$ cat config.mk
export PLATFORM = sky130hd
export DESIGN_NAME = lmrs_acc
export DESIGN_NICKNAME = d
export VERILOG_FILES = /design/src/hdl/lmrs_pkg.sv /design/src/hdl/lmrs_acc.sv
export SDC_FILE = /design/constraint.sdc
export NUM_CORES = 1
export LEC_CHECK = 0
export ABC_AREA = 1
export BUFFER_PORTS_ARGS = -buffer_cell sky130_fd_sc_hd__buf_4
export CELL_PAD_IN_SITES_DETAIL_PLACEMENT = 0
export CELL_PAD_IN_SITES_GLOBAL_PLACEMENT = 1
export CORE_UTILIZATION = 35
export DETAILED_ROUTE_END_ITERATION = 7
export PLACE_DENSITY_LB_ADDON = 0.1
export SYNTH_ARGS = -nofsm -noshare
export SYNTH_HDL_FRONTEND = slang
export SYNTH_SLANG_ARGS = --single-unit
$ cat constraint.sdc
create_clock -name clk -period 3.1 [get_ports clk]
set_clock_uncertainty 0.2 [all_clocks]
set_input_delay 0.31 -clock clk [delete_from_list [all_inputs] [get_ports clk]]
set_output_delay 0.31 -clock clk [all_outputs]
set_load 0.02 [all_outputs]
$ cat src/hdl/lmrs_pkg.sv
// Types, constants and chip map shared by the LED matrix row-scan packer.
`default_nettype none
package lmrs_pkg;

  localparam logic [31:0] RESET_WORD = 32'hFF00FF00;
  localparam int          MAP_PAIRS  = 6;
  localparam int          GS_BITS    = 12;
  localparam int          DC_BITS    = 6;
  localparam int          SHIFT_BITS = 192;

  localparam logic KIND_WRITE = 1'b0;
  localparam logic KIND_SCAN  = 1'b1;

  localparam logic PHASE_GS = 1'b0;
  localparam logic PHASE_DC = 1'b1;

  typedef enum logic [1:0] {
    CLR_RED   = 2'd0,
    CLR_GREEN = 2'd1,
    CLR_BLUE  = 2'd2
  } colour_t;

  typedef struct packed {
    logic [4:0] base;
    colour_t    colour;
  } map_entry_t;

  typedef struct packed {
    logic        kind;
    logic [2:0]  write_row;
    logic [4:0]  write_column;
    logic [31:0] pixel_word;
  } in_item_t;

  typedef struct packed {
    logic        phase;
    logic [2:0]  chip_pair;
    logic [63:0] bits_upper;
    logic [63:0] bits_middle;
    logic [63:0] bits_lower;
    logic [2:0]  row_select;
    logic [15:0] frame_number;
    logic        last;
  } out_item_t;

  // Accumulator control, aligned with the registered read data
  typedef struct packed {
    logic    clear;
    logic    shift;
    logic    phase;
    colour_t colour;
  } acc_ctl_t;

  typedef enum logic [2:0] {
    ST_CLEAR = 3'd0,
    ST_IDLE  = 3'd1,
    ST_READ  = 3'd2,
    ST_DRAIN = 3'd3,
    ST_PUSH  = 3'd4
  } state_t;

  // Base column and color of each chip of a pair; first chip fills the upper half
  function automatic map_entry_t chip_map(input logic [2:0] pair, input logic chip);
    map_entry_t e;
    e = '{base: 5'd0, colour: CLR_RED};
    case ({pair, chip})
      4'b000_0: e = '{base: 5'd0,  colour: CLR_GREEN};
      4'b000_1: e = '{base: 5'd0,  colour: CLR_RED};
      4'b001_0: e = '{base: 5'd8,  colour: CLR_RED};
      4'b001_1: e = '{base: 5'd0,  colour: CLR_BLUE};
      4'b010_0: e = '{base: 5'd8,  colour: CLR_BLUE};
      4'b010_1: e = '{base: 5'd8,  colour: CLR_GREEN};
      4'b011_0: e = '{base: 5'd16, colour: CLR_GREEN};
      4'b011_1: e = '{base: 5'd16, colour: CLR_RED};
      4'b100_0: e = '{base: 5'd24, colour: CLR_RED};
      4'b100_1: e = '{base: 5'd16, colour: CLR_BLUE};
      4'b101_0: e = '{base: 5'd24, colour: CLR_BLUE};
      4'b101_1: e = '{base: 5'd24, colour: CLR_GREEN};
      default:  e = '{base: 5'd0,  colour: CLR_RED};
    endcase
    return e;
  endfunction

endpackage
`default_nettype wire

$ cat src/hdl/lmrs_acc.sv
// Shift word accumulator: picks a field from each read word and shifts it in.
`default_nettype none
module lmrs_acc (
  input  wire logic                           clk,
  input  wire lmrs_pkg::acc_ctl_t             ctl,
  input  wire logic [31:0]                    rdata,
  output logic      [lmrs_pkg::SHIFT_BITS-1:0] acc
);
  import lmrs_pkg::*;

  logic [SHIFT_BITS-1:0] acc_r;
  logic [SHIFT_BITS-1:0] acc_nxt;
  logic [7:0]            colour_byte;
  logic [GS_BITS-1:0]    gs_val;
  logic [DC_BITS-1:0]    dc_val;

  always_comb begin
    case (ctl.colour)
      CLR_RED:   colour_byte = rdata[23:16];
      CLR_GREEN: colour_byte = rdata[15:8];
      CLR_BLUE:  colour_byte = rdata[7:0];
      default:   colour_byte = 8'd0;
    endcase
    gs_val = {colour_byte, 4'b0000};
    dc_val = rdata[29:24];
  end

  always_comb begin
    acc_nxt = acc_r;
    if (ctl.clear) begin
      acc_nxt = '0;
    end else if (ctl.shift) begin
      if (ctl.phase == PHASE_GS) begin
        acc_nxt = {acc_r[SHIFT_BITS-GS_BITS-1:0], gs_val};
      end else begin
        // dot words start from zero, so 16 shifts leave the upper 96 bits clear
        acc_nxt = {acc_r[SHIFT_BITS-DC_BITS-1:0], dc_val};
      end
    end
  end

  always_ff @(posedge clk) begin
    acc_r <= acc_nxt;
  end

  assign acc = acc_r;

endmodule
`default_nettype wire

==> summary.txt <==
Run status
  – Outcome: completed

Final layout
  – Max reg flops: around 190
  – Fin util: between 40% and 50%
  – Layout net count: 1279
  – Total area of sequential cells: about 3800 um2
  – Ant diodes: 0
  – P&R area growth vs syn: 29.6%
  – Multi-input gate area: approximately 3400 um2
  – Layout cells sized above 1: a little under a quarter
  – Fill count: about 2300

Routing
  – Wire per inst: 16.3 um
  – Iteration-0 DRC Markers: about 540
  – DRC Markers: 0
  – DR vias/cell: 5.13
  – Via total after detailed routing: just under 8000
  – DR pass1 iterations: 5
  – Routed WL: approximately 25000 um
  – Final antenna-violating net count: 0

Logic synthesis
  – Netlist Area Pre-Place: just over 8000 um2
  – Yosys top cell by area: dfxtp_1
  – Sequential element share of the synthesized area: 47.8%
  – Synth cell types: 22
  – Synth warn: 0
  – Synthesized area per cell: 7.55 um2
  – Post-Syn Instances: about 1100
  – Seq cells post-synth: between 150 and 200
  – Top cell type's share of synthesized area: a little under half
  – Synth Net Count: between 1000 and 1500
  – Synth area leaders: dfxtp_1, nor2_1, o21ai_0

Clock tree
  – CTS clk-pin slew, worst paths: approximately 0.070 ns
  – PostCTS Resize Cnt: 0
  – Max clock buf depth: 2
  – Clock sink count: 192
  – Hold-fix buffer count after cts: 4
  – Clock Latency Late Sink: between 0.4 and 0.5 ns
  – H-tree depth: 4
  – CTS tree: built
  – Root Buffer: clkbuf_16
  – Setup Buffers After CTS: 0
  – Num CTS Buffers: 17

Floorplan
  – Starting density of the core: ~36%
  – Core area: about 23000 um2
  – Width of the die: approximately 150 um
  – # rows: between 50 and 60
  – I/O pin total: between 200 and 250
  – Die Area: 23600 um2
  – Die Ht: 154 um

Pwr
  – Power per cell area: 587 nW/um2
  – Leakage power: between 0.004 and 0.005 uW
  – Peak supply drop: just under 300 uV

Timing
  – Min Tclk post-route: approximately 1.6 ns
  – Slew headroom: between 30% and 40%
  – Unrepaired setup endpoints after global routing: no
  – Final Hold Viols: 0
  – Fmax: between 600 and 700 MHz
  – Max Transition Viols Final: 0
  – Setup tns final: 0 ns
  – Final setup violation count: 0
  – Worst slew pin tran: just under 1 ns
  – Fin crit share: a little over half

Global route
  – Vias in the first global route: 7458
  – Grt total ovfl: 0
  – Pin count of the biggest net entering global routing: 104
  – First-pass GRT wire length: between 40000 and 50000 um
  – Antenna violations before repair: 0
  – GRT Total Usage: a little over a fifth

Critical path
  – Max FO, Critical Path: 60
  – Crit path DAT: between 1.5 and 2 ns
  – Critical path launch point type: primary input
  – Crit path kind: in2reg
  – CP Capture Type: flip-flop
  – Required @ worst endpoint: roughly 3.2 ns

Place
  – DP Wirelength: about 16000 um
  – # port buffers: between 200 and 250
  – Gpl congestion: 0.762

Run
  – Max cap viols: 0

Min path
  – Hold WC Path Type: in2reg
==> worst paths after layout <==
| path | cells after the start | start | end | slack [ns] |
|---|---|---|---|---|
| worst min register to register | 2 | acc[43] | acc[49] | 0.28 |
| worst min-delay path | 5 | rdata[21] | acc[9] | 0.04 |
| worst max register to register | 4 | acc[14] | acc[14] | 1.97 |
| worst max-delay path | 5 | ctl[4] | acc[20] | 1.48 |
==> cell usage after synthesis <==
| cell type | number |
|---|---|
| buf_2 | 27 |
| a211oi_1 | 35 |
| inv_1 | 92 |
| o21ai_0 | 136 |
| o211ai_1 | 6 |
| buf_6 | 6 |
| o21ai_1 | 14 |
| nand2_1 | 48 |
| a21oi_2 | 11 |
| dfxtp_1 | 192 |
| o22ai_1 | 2 |
| o221ai_1 | 30 |
| inv_4 | 1 |
| nand3_1 | 24 |
| nand2_4 | 2 |
| buf_4 | 15 |
| clkbuf_1 | 31 |
| inv_2 | 2 |
| nor2_1 | 238 |
| buf_1 | 4 |
| nor3_1 | 71 |
| a21oi_1 | 78 |
==> metrics by stage <==
stage	power (uW)	setup WS (ns)	instance area (um2)	hold slack [ns]	cells
4_1_cts	6190	1.47	10400	0.0253	1539
2_1_floorplan	3490	1.67	8040	0.254	1065
3_3_place_gp	3970	1.05	9800	0.265	1503
6_report	6110	1.48	10400	0.0439	1539
5_1_grt	6410	1.34	10400	0.0597	1539
3_5_place_dp	3970	1.05	9800	0.272	1503
==> power by group <==
group          switching, uW  internal (uW)  total (uW)
Sequential               195           2650        2840
Clock                   1050           1160        2210
Combinational            646            420        1070
Total                   1890           4230        6110
==> final cells by class <==
type                       count  area share, %
sequential                   192           36.9
clock inverter                14           1.43
tap                          285           3.42
timing repair buffer         240           18.0
clock buffer                  18           4.21
inverter                      95           3.47
multi-input combinational    695           32.6
==> per-layer routing <==
layer	global-route usage, %	part of all wire, %
met3	5.30	5.4
met1	27.9	47
met4	5.48	0.85
met5	0	0
met2	34.1	47
==> kinds of logic (layout without fill, tap and decap cells) <==
logic type | after synthesis | count (layout) | share of synthesized area [%]
simple gates | 383 | 383 | 19.5
flops | 192 | 192 | 47.8
buf+inv | 178 | 367 | 10.0
compound gates | 312 | 312 | 22.6
==> critical path, stage by stage <==
cell and delay [ns]:
buf_4 0.31, inv_4 0.40, buf_12 0.29, o21ai_0 0.13
a211oi_1 0.27
==> placed cells by master (no fill, tap or decap), drive strengths merged <==
cell type | Yosys | routed
buf | 52 | 236
clkinv | 0 | 6
o211ai | 6 | 6
nor2 | 238 | 238
inv | 95 | 101
nand2 | 50 | 50
nor3 | 71 | 71
a21oi | 89 | 89
o21ai | 150 | 150
a211oi | 35 | 35
clkinvlp | 0 | 1
clkbuf | 31 | 18
nand3 | 24 | 24
bufinv | 0 | 1
o221ai | 30 | 30
dlygate4sd3 | 0 | 4
o22ai | 2 | 2
dfxtp | 192 | 192
(Power assumes the default switching activity.)
