[config.mk]
export PLATFORM = sky130hd
export DESIGN_NAME = lmrs_ctrl
export DESIGN_NICKNAME = d
export VERILOG_FILES = /design/src/hdl/lmrs_pkg.sv /design/src/hdl/lmrs_ctrl.sv
export SDC_FILE = /design/constraint.sdc
export NUM_CORES = 1
export LEC_CHECK = 0
export BUFFER_PORTS_ARGS = -buffer_cell sky130_fd_sc_hd__buf_2
export CORE_AREA = 2 2 200 202
export DETAILED_ROUTE_END_ITERATION = 12
export DIE_AREA = 0 0 202 204
export GPL_TIMING_DRIVEN = 0
export PLACE_DENSITY = 0.6
export RECOVER_POWER = 100
export SETUP_SLACK_MARGIN = 0.2
export SLEW_MARGIN = 20
export SYNTH_ARGS = -nofsm -noshare
export SYNTH_HDL_FRONTEND = slang
export SYNTH_SLANG_ARGS = --single-unit
[constraint.sdc]
create_clock -name clk -period 11.4 [get_ports clk]
set_input_delay 3.42 -clock clk [delete_from_list [all_inputs] [get_ports clk]]
set_output_delay 3.42 -clock clk [all_outputs]
set_load 0.02 [all_outputs]
[src/hdl/lmrs_pkg.sv]
// Types, constants and chip map shared by the LED matrix row-scan packer.
`default_nettype none
package lmrs_pkg;

  localparam logic [31:0] RESET_WORD = 32'hFF00FF00;
  localparam int          MAP_PAIRS  = 6;
  localparam int          GS_BITS    = 12;
  localparam int          DC_BITS    = 6;
  localparam int          SHIFT_BITS = 192;

  localparam logic KIND_WRITE = 1'b0;
  localparam logic KIND_SCAN  = 1'b1;

  localparam logic PHASE_GS = 1'b0;
  localparam logic PHASE_DC = 1'b1;

  typedef enum logic [1:0] {
    CLR_RED   = 2'd0,
    CLR_GREEN = 2'd1,
    CLR_BLUE  = 2'd2
  } colour_t;

  typedef struct packed {
    logic [4:0] base;
    colour_t    colour;
  } map_entry_t;

  typedef struct packed {
    logic        kind;
    logic [2:0]  write_row;
    logic [4:0]  write_column;
    logic [31:0] pixel_word;
  } in_item_t;

  typedef struct packed {
    logic        phase;
    logic [2:0]  chip_pair;
    logic [63:0] bits_upper;
    logic [63:0] bits_middle;
    logic [63:0] bits_lower;
    logic [2:0]  row_select;
    logic [15:0] frame_number;
    logic        last;
  } out_item_t;

  // Accumulator control, aligned with the registered read data
  typedef struct packed {
    logic    clear;
    logic    shift;
    logic    phase;
    colour_t colour;
  } acc_ctl_t;

  typedef enum logic [2:0] {
    ST_CLEAR = 3'd0,
    ST_IDLE  = 3'd1,
    ST_READ  = 3'd2,
    ST_DRAIN = 3'd3,
    ST_PUSH  = 3'd4
  } state_t;

  // Base column and color of each chip of a pair; first chip fills the upper half
  function automatic map_entry_t chip_map(input logic [2:0] pair, input logic chip);
    map_entry_t e;
    e = '{base: 5'd0, colour: CLR_RED};
    case ({pair, chip})
      4'b000_0: e = '{base: 5'd0,  colour: CLR_GREEN};
      4'b000_1: e = '{base: 5'd0,  colour: CLR_RED};
      4'b001_0: e = '{base: 5'd8,  colour: CLR_RED};
      4'b001_1: e = '{base: 5'd0,  colour: CLR_BLUE};
      4'b010_0: e = '{base: 5'd8,  colour: CLR_BLUE};
      4'b010_1: e = '{base: 5'd8,  colour: CLR_GREEN};
      4'b011_0: e = '{base: 5'd16, colour: CLR_GREEN};
      4'b011_1: e = '{base: 5'd16, colour: CLR_RED};
      4'b100_0: e = '{base: 5'd24, colour: CLR_RED};
      4'b100_1: e = '{base: 5'd16, colour: CLR_BLUE};
      4'b101_0: e = '{base: 5'd24, colour: CLR_BLUE};
      4'b101_1: e = '{base: 5'd24, colour: CLR_GREEN};
      default:  e = '{base: 5'd0,  colour: CLR_RED};
    endcase
    return e;
  endfunction

endpackage
`default_nettype wire

[src/hdl/lmrs_ctrl.sv]
// Scan sequencer: store clearing, write handling, read sequencing and result register.
`default_nettype none
module lmrs_ctrl #(
  parameter int ROWS          = 8,
  parameter int WORDS_PER_ROW = 32,
  parameter int CHIP_PAIRS    = 6,
  parameter int DEPTH         = 256,
  parameter int AW            = 8
) (
  input  wire logic                            clk,
  input  wire logic                            rst_n,
  input  wire logic                            in_valid,
  output logic                                 in_ready,
  input  wire lmrs_pkg::in_item_t              in_data,
  output logic                                 out_valid,
  input  wire logic                            out_ready,
  output lmrs_pkg::out_item_t                  out_data,
  output logic                                 mem_we,
  output logic      [AW-1:0]                   mem_waddr,
  output logic      [31:0]                     mem_wdata,
  output logic                                 mem_re,
  output logic      [AW-1:0]                   mem_raddr,
  output lmrs_pkg::acc_ctl_t                   acc_ctl,
  input  wire logic [lmrs_pkg::SHIFT_BITS-1:0] acc
);
  import lmrs_pkg::*;

  localparam int         RW         = (ROWS > 1) ? $clog2(ROWS) : 1;
  localparam int         CW         = $clog2(WORDS_PER_ROW);
  localparam int         PAIRS_USED = (CHIP_PAIRS < MAP_PAIRS) ? CHIP_PAIRS : MAP_PAIRS;
  localparam logic [2:0] LAST_PAIR  = 3'(PAIRS_USED - 1);
  localparam logic [RW-1:0] LAST_ROW = RW'(ROWS - 1);
  localparam logic [AW-1:0] LAST_ADDR = AW'(DEPTH - 1);

  state_t        state_r, state_nxt;
  logic [AW-1:0] clr_addr_r;
  logic [3:0]    pix_r;
  logic [2:0]    pair_r;
  logic          phase_r;
  logic [RW-1:0] row_r;
  logic [15:0]   frame_r;
  logic          out_valid_r;
  out_item_t     out_data_r;
  logic          shift_r;
  logic          shift_phase_r;
  colour_t       shift_colour_r;

  logic          in_fire;
  logic          slot_free;
  logic          push;
  logic          word_last;
  logic          wr_ok;
  map_entry_t    entry;
  logic [4:0]    col;
  logic [RW-1:0] wr_row;

  assign in_fire   = in_valid && in_ready;
  assign slot_free = !out_valid_r || out_ready;
  assign word_last = (phase_r == PHASE_DC) && (pair_r == LAST_PAIR);
  assign push      = (state_r == ST_PUSH) && slot_free;
  assign wr_ok     = (32'(in_data.write_row) < 32'(ROWS)) &&
                     (32'(in_data.write_column) < 32'(WORDS_PER_ROW));
  assign wr_row    = RW'(in_data.write_row);

  // chip = pix[3], pixel j = pix[2:0]; column runs base+7 down to base
  assign entry = chip_map(pair_r, pix_r[3]);
  assign col   = 5'(entry.base + 5'd7 - {2'b00, pix_r[2:0]});

  always_comb begin
    state_nxt = state_r;
    case (state_r)
      ST_CLEAR: if (clr_addr_r == LAST_ADDR) state_nxt = ST_IDLE;
      ST_IDLE:  if (in_fire && in_data.kind == KIND_SCAN) state_nxt = ST_READ;
      ST_READ:  if (pix_r == 4'd15) state_nxt = ST_DRAIN;
      ST_DRAIN: state_nxt = ST_PUSH;
      ST_PUSH: begin
        if (slot_free) begin
          state_nxt = word_last ? ST_IDLE : ST_READ;
        end
      end
      default:  state_nxt = ST_CLEAR;
    endcase
  end

  always_comb begin
    in_ready  = (state_r == ST_IDLE);
    mem_we    = 1'b0;
    mem_waddr = AW'({wr_row, CW'(in_data.write_column)});
    mem_wdata = in_data.pixel_word;
    mem_re    = 1'b0;
    mem_raddr = AW'({row_r, CW'(col)});
    case (state_r)
      ST_CLEAR: begin
        mem_we    = 1'b1;
        mem_waddr = clr_addr_r;
        mem_wdata = RESET_WORD;
      end
      ST_IDLE: begin
        mem_we = in_valid && in_data.kind == KIND_WRITE && wr_ok;
      end
      ST_READ: begin
        mem_re = 1'b1;
      end
      default: begin
        mem_we = 1'b0;
      end
    endcase
  end

  assign acc_ctl = '{clear: push, shift: shift_r, phase: shift_phase_r,
                     colour: shift_colour_r};

  always_ff @(posedge clk) begin
    if (!rst_n) begin
      state_r     <= ST_CLEAR;
      clr_addr_r  <= '0;
      pix_r       <= '0;
      pair_r      <= '0;
      phase_r     <= PHASE_GS;
      row_r       <= '0;
      frame_r     <= '0;
      out_valid_r <= 1'b0;
      shift_r     <= 1'b0;
    end else begin
      state_r <= state_nxt;
      shift_r <= mem_re;
      if (state_r == ST_CLEAR) begin
        clr_addr_r <= clr_addr_r + 1'b1;
      end
      if (state_r == ST_READ) begin
        pix_r <= pix_r + 1'b1;
      end
      if (push) begin
        out_valid_r <= 1'b1;
        if (pair_r == LAST_PAIR) begin
          pair_r  <= '0;
          phase_r <= ~phase_r;
        end else begin
          pair_r <= pair_r + 1'b1;
        end
        if (word_last) begin
          if (row_r == LAST_ROW) begin
            row_r   <= '0;
            frame_r <= frame_r + 1'b1;
          end else begin
            row_r <= row_r + 1'b1;
          end
        end
      end else if (out_ready) begin
        out_valid_r <= 1'b0;
      end
    end
  end

  always_ff @(posedge clk) begin
    shift_phase_r  <= phase_r;
    shift_colour_r <= entry.colour;
    if (push) begin
      out_data_r.phase        <= phase_r;
      out_data_r.chip_pair    <= pair_r;
      out_data_r.bits_upper   <= acc[191:128];
      out_data_r.bits_middle  <= acc[127:64];
      out_data_r.bits_lower   <= acc[63:0];
      out_data_r.row_select   <= 3'(row_r);
      out_data_r.frame_number <= frame_r;
      out_data_r.last         <= word_last;
    end
  end

  assign out_valid = out_valid_r;
  assign out_data  = out_data_r;

  // no accumulator activity may be pending while a new item can be taken
  a_idle_quiet: assert property (@(posedge clk) disable iff (!rst_n)
    in_ready |-> !acc_ctl.shift)
    else $error("read in flight while ready");

  // a result is only loaded out of the push step
  a_load_from_push: assert property (@(posedge clk) disable iff (!rst_n)
    $rose(out_valid_r) |-> $past(state_r == ST_PUSH))
    else $error("result loaded outside push");

  // the row advances exactly when the final word of a row is loaded
  a_row_step: assert property (@(posedge clk) disable iff (!rst_n)
    (push && word_last && row_r != LAST_ROW) |=> (row_r == $past(row_r) + 1'b1))
    else $error("row did not advance");

  // each shift word gathers sixteen reads before it is pushed
  a_drain_order: assert property (@(posedge clk) disable iff (!rst_n)
    (state_r == ST_DRAIN) |-> (pix_r == 4'd0 && $past(state_r == ST_READ)))
    else $error("drain without full read burst");

endmodule
`default_nettype wire

==> impl_metrics.json <==
{
  "cts_tree": "built",
  "ys.flop_type": "edfxtp_1",
  "cp-end-kind": "output port",
  "drtAntennaViolNets": 0,
  "met3_usage_pct": 3.94,
  "start_util_pct": 22.6,
  "htree_levels": 1,
  "leakage_uw": 0.00454,
  "grt_overflow": 0,
  "p_per_area_nw_per_um2": 172,
  "via_per_inst": 3.98,
  "die-area_sq_um": 41200,
  "period_share_pct": 82.3,
  "cts_made_buffers": 31,
  "antenna_found_initial": 1,
  "post_cts_buffers": 0,
  "grt-busiest-layer": "met2",
  "drc_errors": 0,
  "yosys_warnings": 0,
  "drtIter0Drc": 267,
  "hold_viol_final": 0,
  "worst_ir_drop_vdd_uv": 99.9,
  "cap_violations": 5,
  "ys_ff_latch": 259,
  "fin_worst_skew_ns": 0.00541,
  "synth_fp_nets": 766,
  "design.core.area_sq_um": 39200,
  "gp_congestion": 0.810,
  "internal-power_uw": 1720,
  "tns_ns": 0,
  "setup_violations": 0,
  "grt_pass1_vias": 6465,
  "synth_cell_types": 37,
  "crit_chain": "buf_2, nand2b_1, nand2_1, clkinvlp_2, buf_12, clkbuf_4, buf_2",
  "pwr-share-seq_pct": 46.8,
  "grt_max_degree": 38,
  "io_buffers": 509,
  "critPathRequiredTime_ns": 7.98,
  "worst_pin_slew_ns": 2.00,
  "p_switching_uw": 486,
  "totalWireLength_um": 27700,
  "power_frac_comb_pct": 6.4,
  "syn_inst": 520,
  "pre_cts_slack_ns": 2.61,
  "layout_setup_ws_ns": 2.02,
  "outcome": "finished with violations",
  "gr-usage-met2_pct": 23.6,
  "p_clk_share_pct": 46.7,
  "fillers": 4063,
  "hold_slack_ns": 0.432,
  "syn_avg_cell_area_sq_um": 17.1,
  "area_growth_syn_to_layout_pct": 44.8,
  "clock-root-buffer": "clkbuf_16",
  "reg2reg_slack_ns": 6.05,
  "die_w_um": 202,
  "dp_hpwl_um": 21300,
  "ys_async_sr_fraction_pct": 0,
  "max_freq_ghz": 0.107,
  "synth_edf_count": 216,
  "violations": "max-capacitance violations, max-slew violations",
  "fin_nets": 1314,
  "power_switching_share_pct": 22.0,
  "drt-pass1-iter-count": 5,
  "cpPeakStageDelay_ns": 1.09,
  "hold_class": "flop to flop",
  "wl_per_cell_um": 17.1,
  "clk_path_buf_depth": 3,
  "seq_area_sq_um": 7350,
  "cts-resized-gates": 0,
  "cp_common_cell": "buf_2",
  "rsz0062_at_grt": "false",
  "drv_slew": 133,
  "io_pins": 510,
  "grt_pass1_wl_um": 38900,
  "vias": 6447,
  "crit_path_start_kind": "input port",
  "fp.dieH_um": 204,
  "worstSetupPathType": "input port to output port",
  "multiInputGateArea_sq_um": 1360,
  "post-route-min-period_ns": 9.38,
  "drive_above_1_share_pct": 26.9,
  "relSlewSlack_pct": -33.2,
  "slowest_stage": "clkinvlp_2",
  "fin_cells": 1619,
  "dp_cells": 1560,
  "met1_usage_pct": 13.7,
  "worstPathArrival_ns": 5.96,
  "holdBufCountCts": 0,
  "finalPower_uw": 2210,
  "crit_fanout": 37,
  "seq_area_frac_synth_pct": 82.9,
  "clkSinkCount": 259,
  "rows": 73,
  "grtUsageTotal_pct": 12.6,
  "path_clk_slew_ns": 0.06,
  "clock_latency_ns": 0.56,
  "synth_area_sq_um": 8870
}
## sequential cells by signal, summed over array words and instances, names as in the netlist
register,cells
shift_colour_r,2
clr_addr_r,8
frame_r,16
phase_r,1
state_r,3
shift_r,1
out_data,216
pair_r,3
out_valid,1
row_r,3
shift_phase_r,1
pix_r,4
## critical path, delay by kind of cell
family	cells	cell delay, ns
and+or+nand+nor	2	0.40
buffers and inverters	5	2.10
## per-layer routing
| layer | wire length (um) | share of wire [%] |
|---|---|---|
| met5 | 8 | 0.029 |
| met4 | 466 | 1.7 |
| met3 | 2590 | 9.4 |
| met2 | 14600 | 53 |
| met1 | 10100 | 36 |
## per-stage QoR
stage / cell area (sq um) / util [%]
2_1_floorplan: 8870 / -
3_3_place_gp: 12100 / 30.8
3_5_place_dp: 12200 / 31.1
4_1_cts: 13300 / 33.9
5_1_grt: 12800 / 32.7
6_report: 12800 / 32.8
## cell families (layout without fill, tap and decap cells)
group | count (synthesis) | count (layout) | synth area share (%)
adder cells (fa/ha/maj) | 9 | 9 | 1.27
flip-flops | 259 | 259 | 82.9
AND/OR/NAND/NOR | 156 | 156 | 9.58
XOR/XNOR | 15 | 15 | 1.48
buffers and inverters | 33 | 606 | 1.69
other | 0 | 1 | 0
multiplexers | 4 | 4 | 0.452
AO/OA/AOI/OAI | 44 | 44 | 2.65
## synthesized netlist by cell type (all sizes together) (2+ instances only)
cell / n / share of area [%]
inv: 11 / 0.47
xnor2: 13 / 1.3
o21ai: 14 / 0.79
a21oi: 22 / 1.2
ha: 9 / 1.3
o31ai: 4 / 0.34
and2: 20 / 1.4
nor4: 3 / 0.21
nor2b: 2 / 0.14
nor3b: 2 / 0.17
nand2b: 18 / 1.3
nor2: 17 / 0.72
or4: 6 / 0.59
mux2i: 4 / 0.45
xor2: 2 / 0.20
nand4: 8 / 0.56
o22ai: 3 / 0.21
nand2: 43 / 1.8
clkbuf: 13 / 0.56
nor3: 4 / 0.23
buf: 8 / 0.62
nand3: 11 / 0.62
dfxtp: 43 / 9.7
edfxtp: 216 / 73
or3: 11 / 0.78
or3b: 3 / 0.32
and4: 2 / 0.20
nand3b: 3 / 0.25
## final cells by class
| class | count | area share, % |
|---|---|---|
| inverters | 12 | 0.361 |
| flip-flops and latches | 259 | 57.2 |
| repair buffers | 515 | 17.5 |
| clock inverters | 21 | 2.17 |
| plain buffers | 21 | 0.799 |
| well taps | 525 | 5.12 |
| multi-input cells | 228 | 10.6 |
| diodes | 1 | 0.0195 |
| clock buffers | 37 | 6.22 |
## cells in the final DEF (no fill, tap or decap), types with 5 or more instances in the layout
cell type | netlist | final
clkbuf_1 | 12 | 302
buf_2 | 2 | 233
edfxtp_1 | 216 | 216
nand2_1 | 43 | 43
dfxtp_1 | 43 | 43
clkbuf_16 | 0 | 31
a21oi_1 | 22 | 22
nand2b_1 | 18 | 18
and2_1 | 20 | 18
nor2_1 | 17 | 17
o21ai_0 | 14 | 14
xnor2_1 | 13 | 13
or3_1 | 11 | 11
nand3_1 | 11 | 11
inv_1 | 11 | 10
ha_1 | 9 | 9
nand4_1 | 8 | 8
or4_1 | 4 | 6
bufinv_16 | 0 | 6
clkinvlp_4 | 0 | 6
buf_4 | 6 | 5
## power groups by stage
stage	logic [uW]	clock network, uW	registers (uW)
final	142	1030	1030
after global placement	148	0	1050
after CTS	152	1070	1030
after global routing	159	1110	1030
after detailed placement	151	0	1050
after floorplan	75.0	0	1050
## final timing paths
kind,start,endpoint,depth (start not counted)
max,out_ready,acc_ctl[4],7
min,phase_r,shift_phase_r,0
max reg2reg,state_r[1],out_data[158],6
min reg2reg,phase_r,shift_phase_r,0
Power figures use the tool's default switching activity.
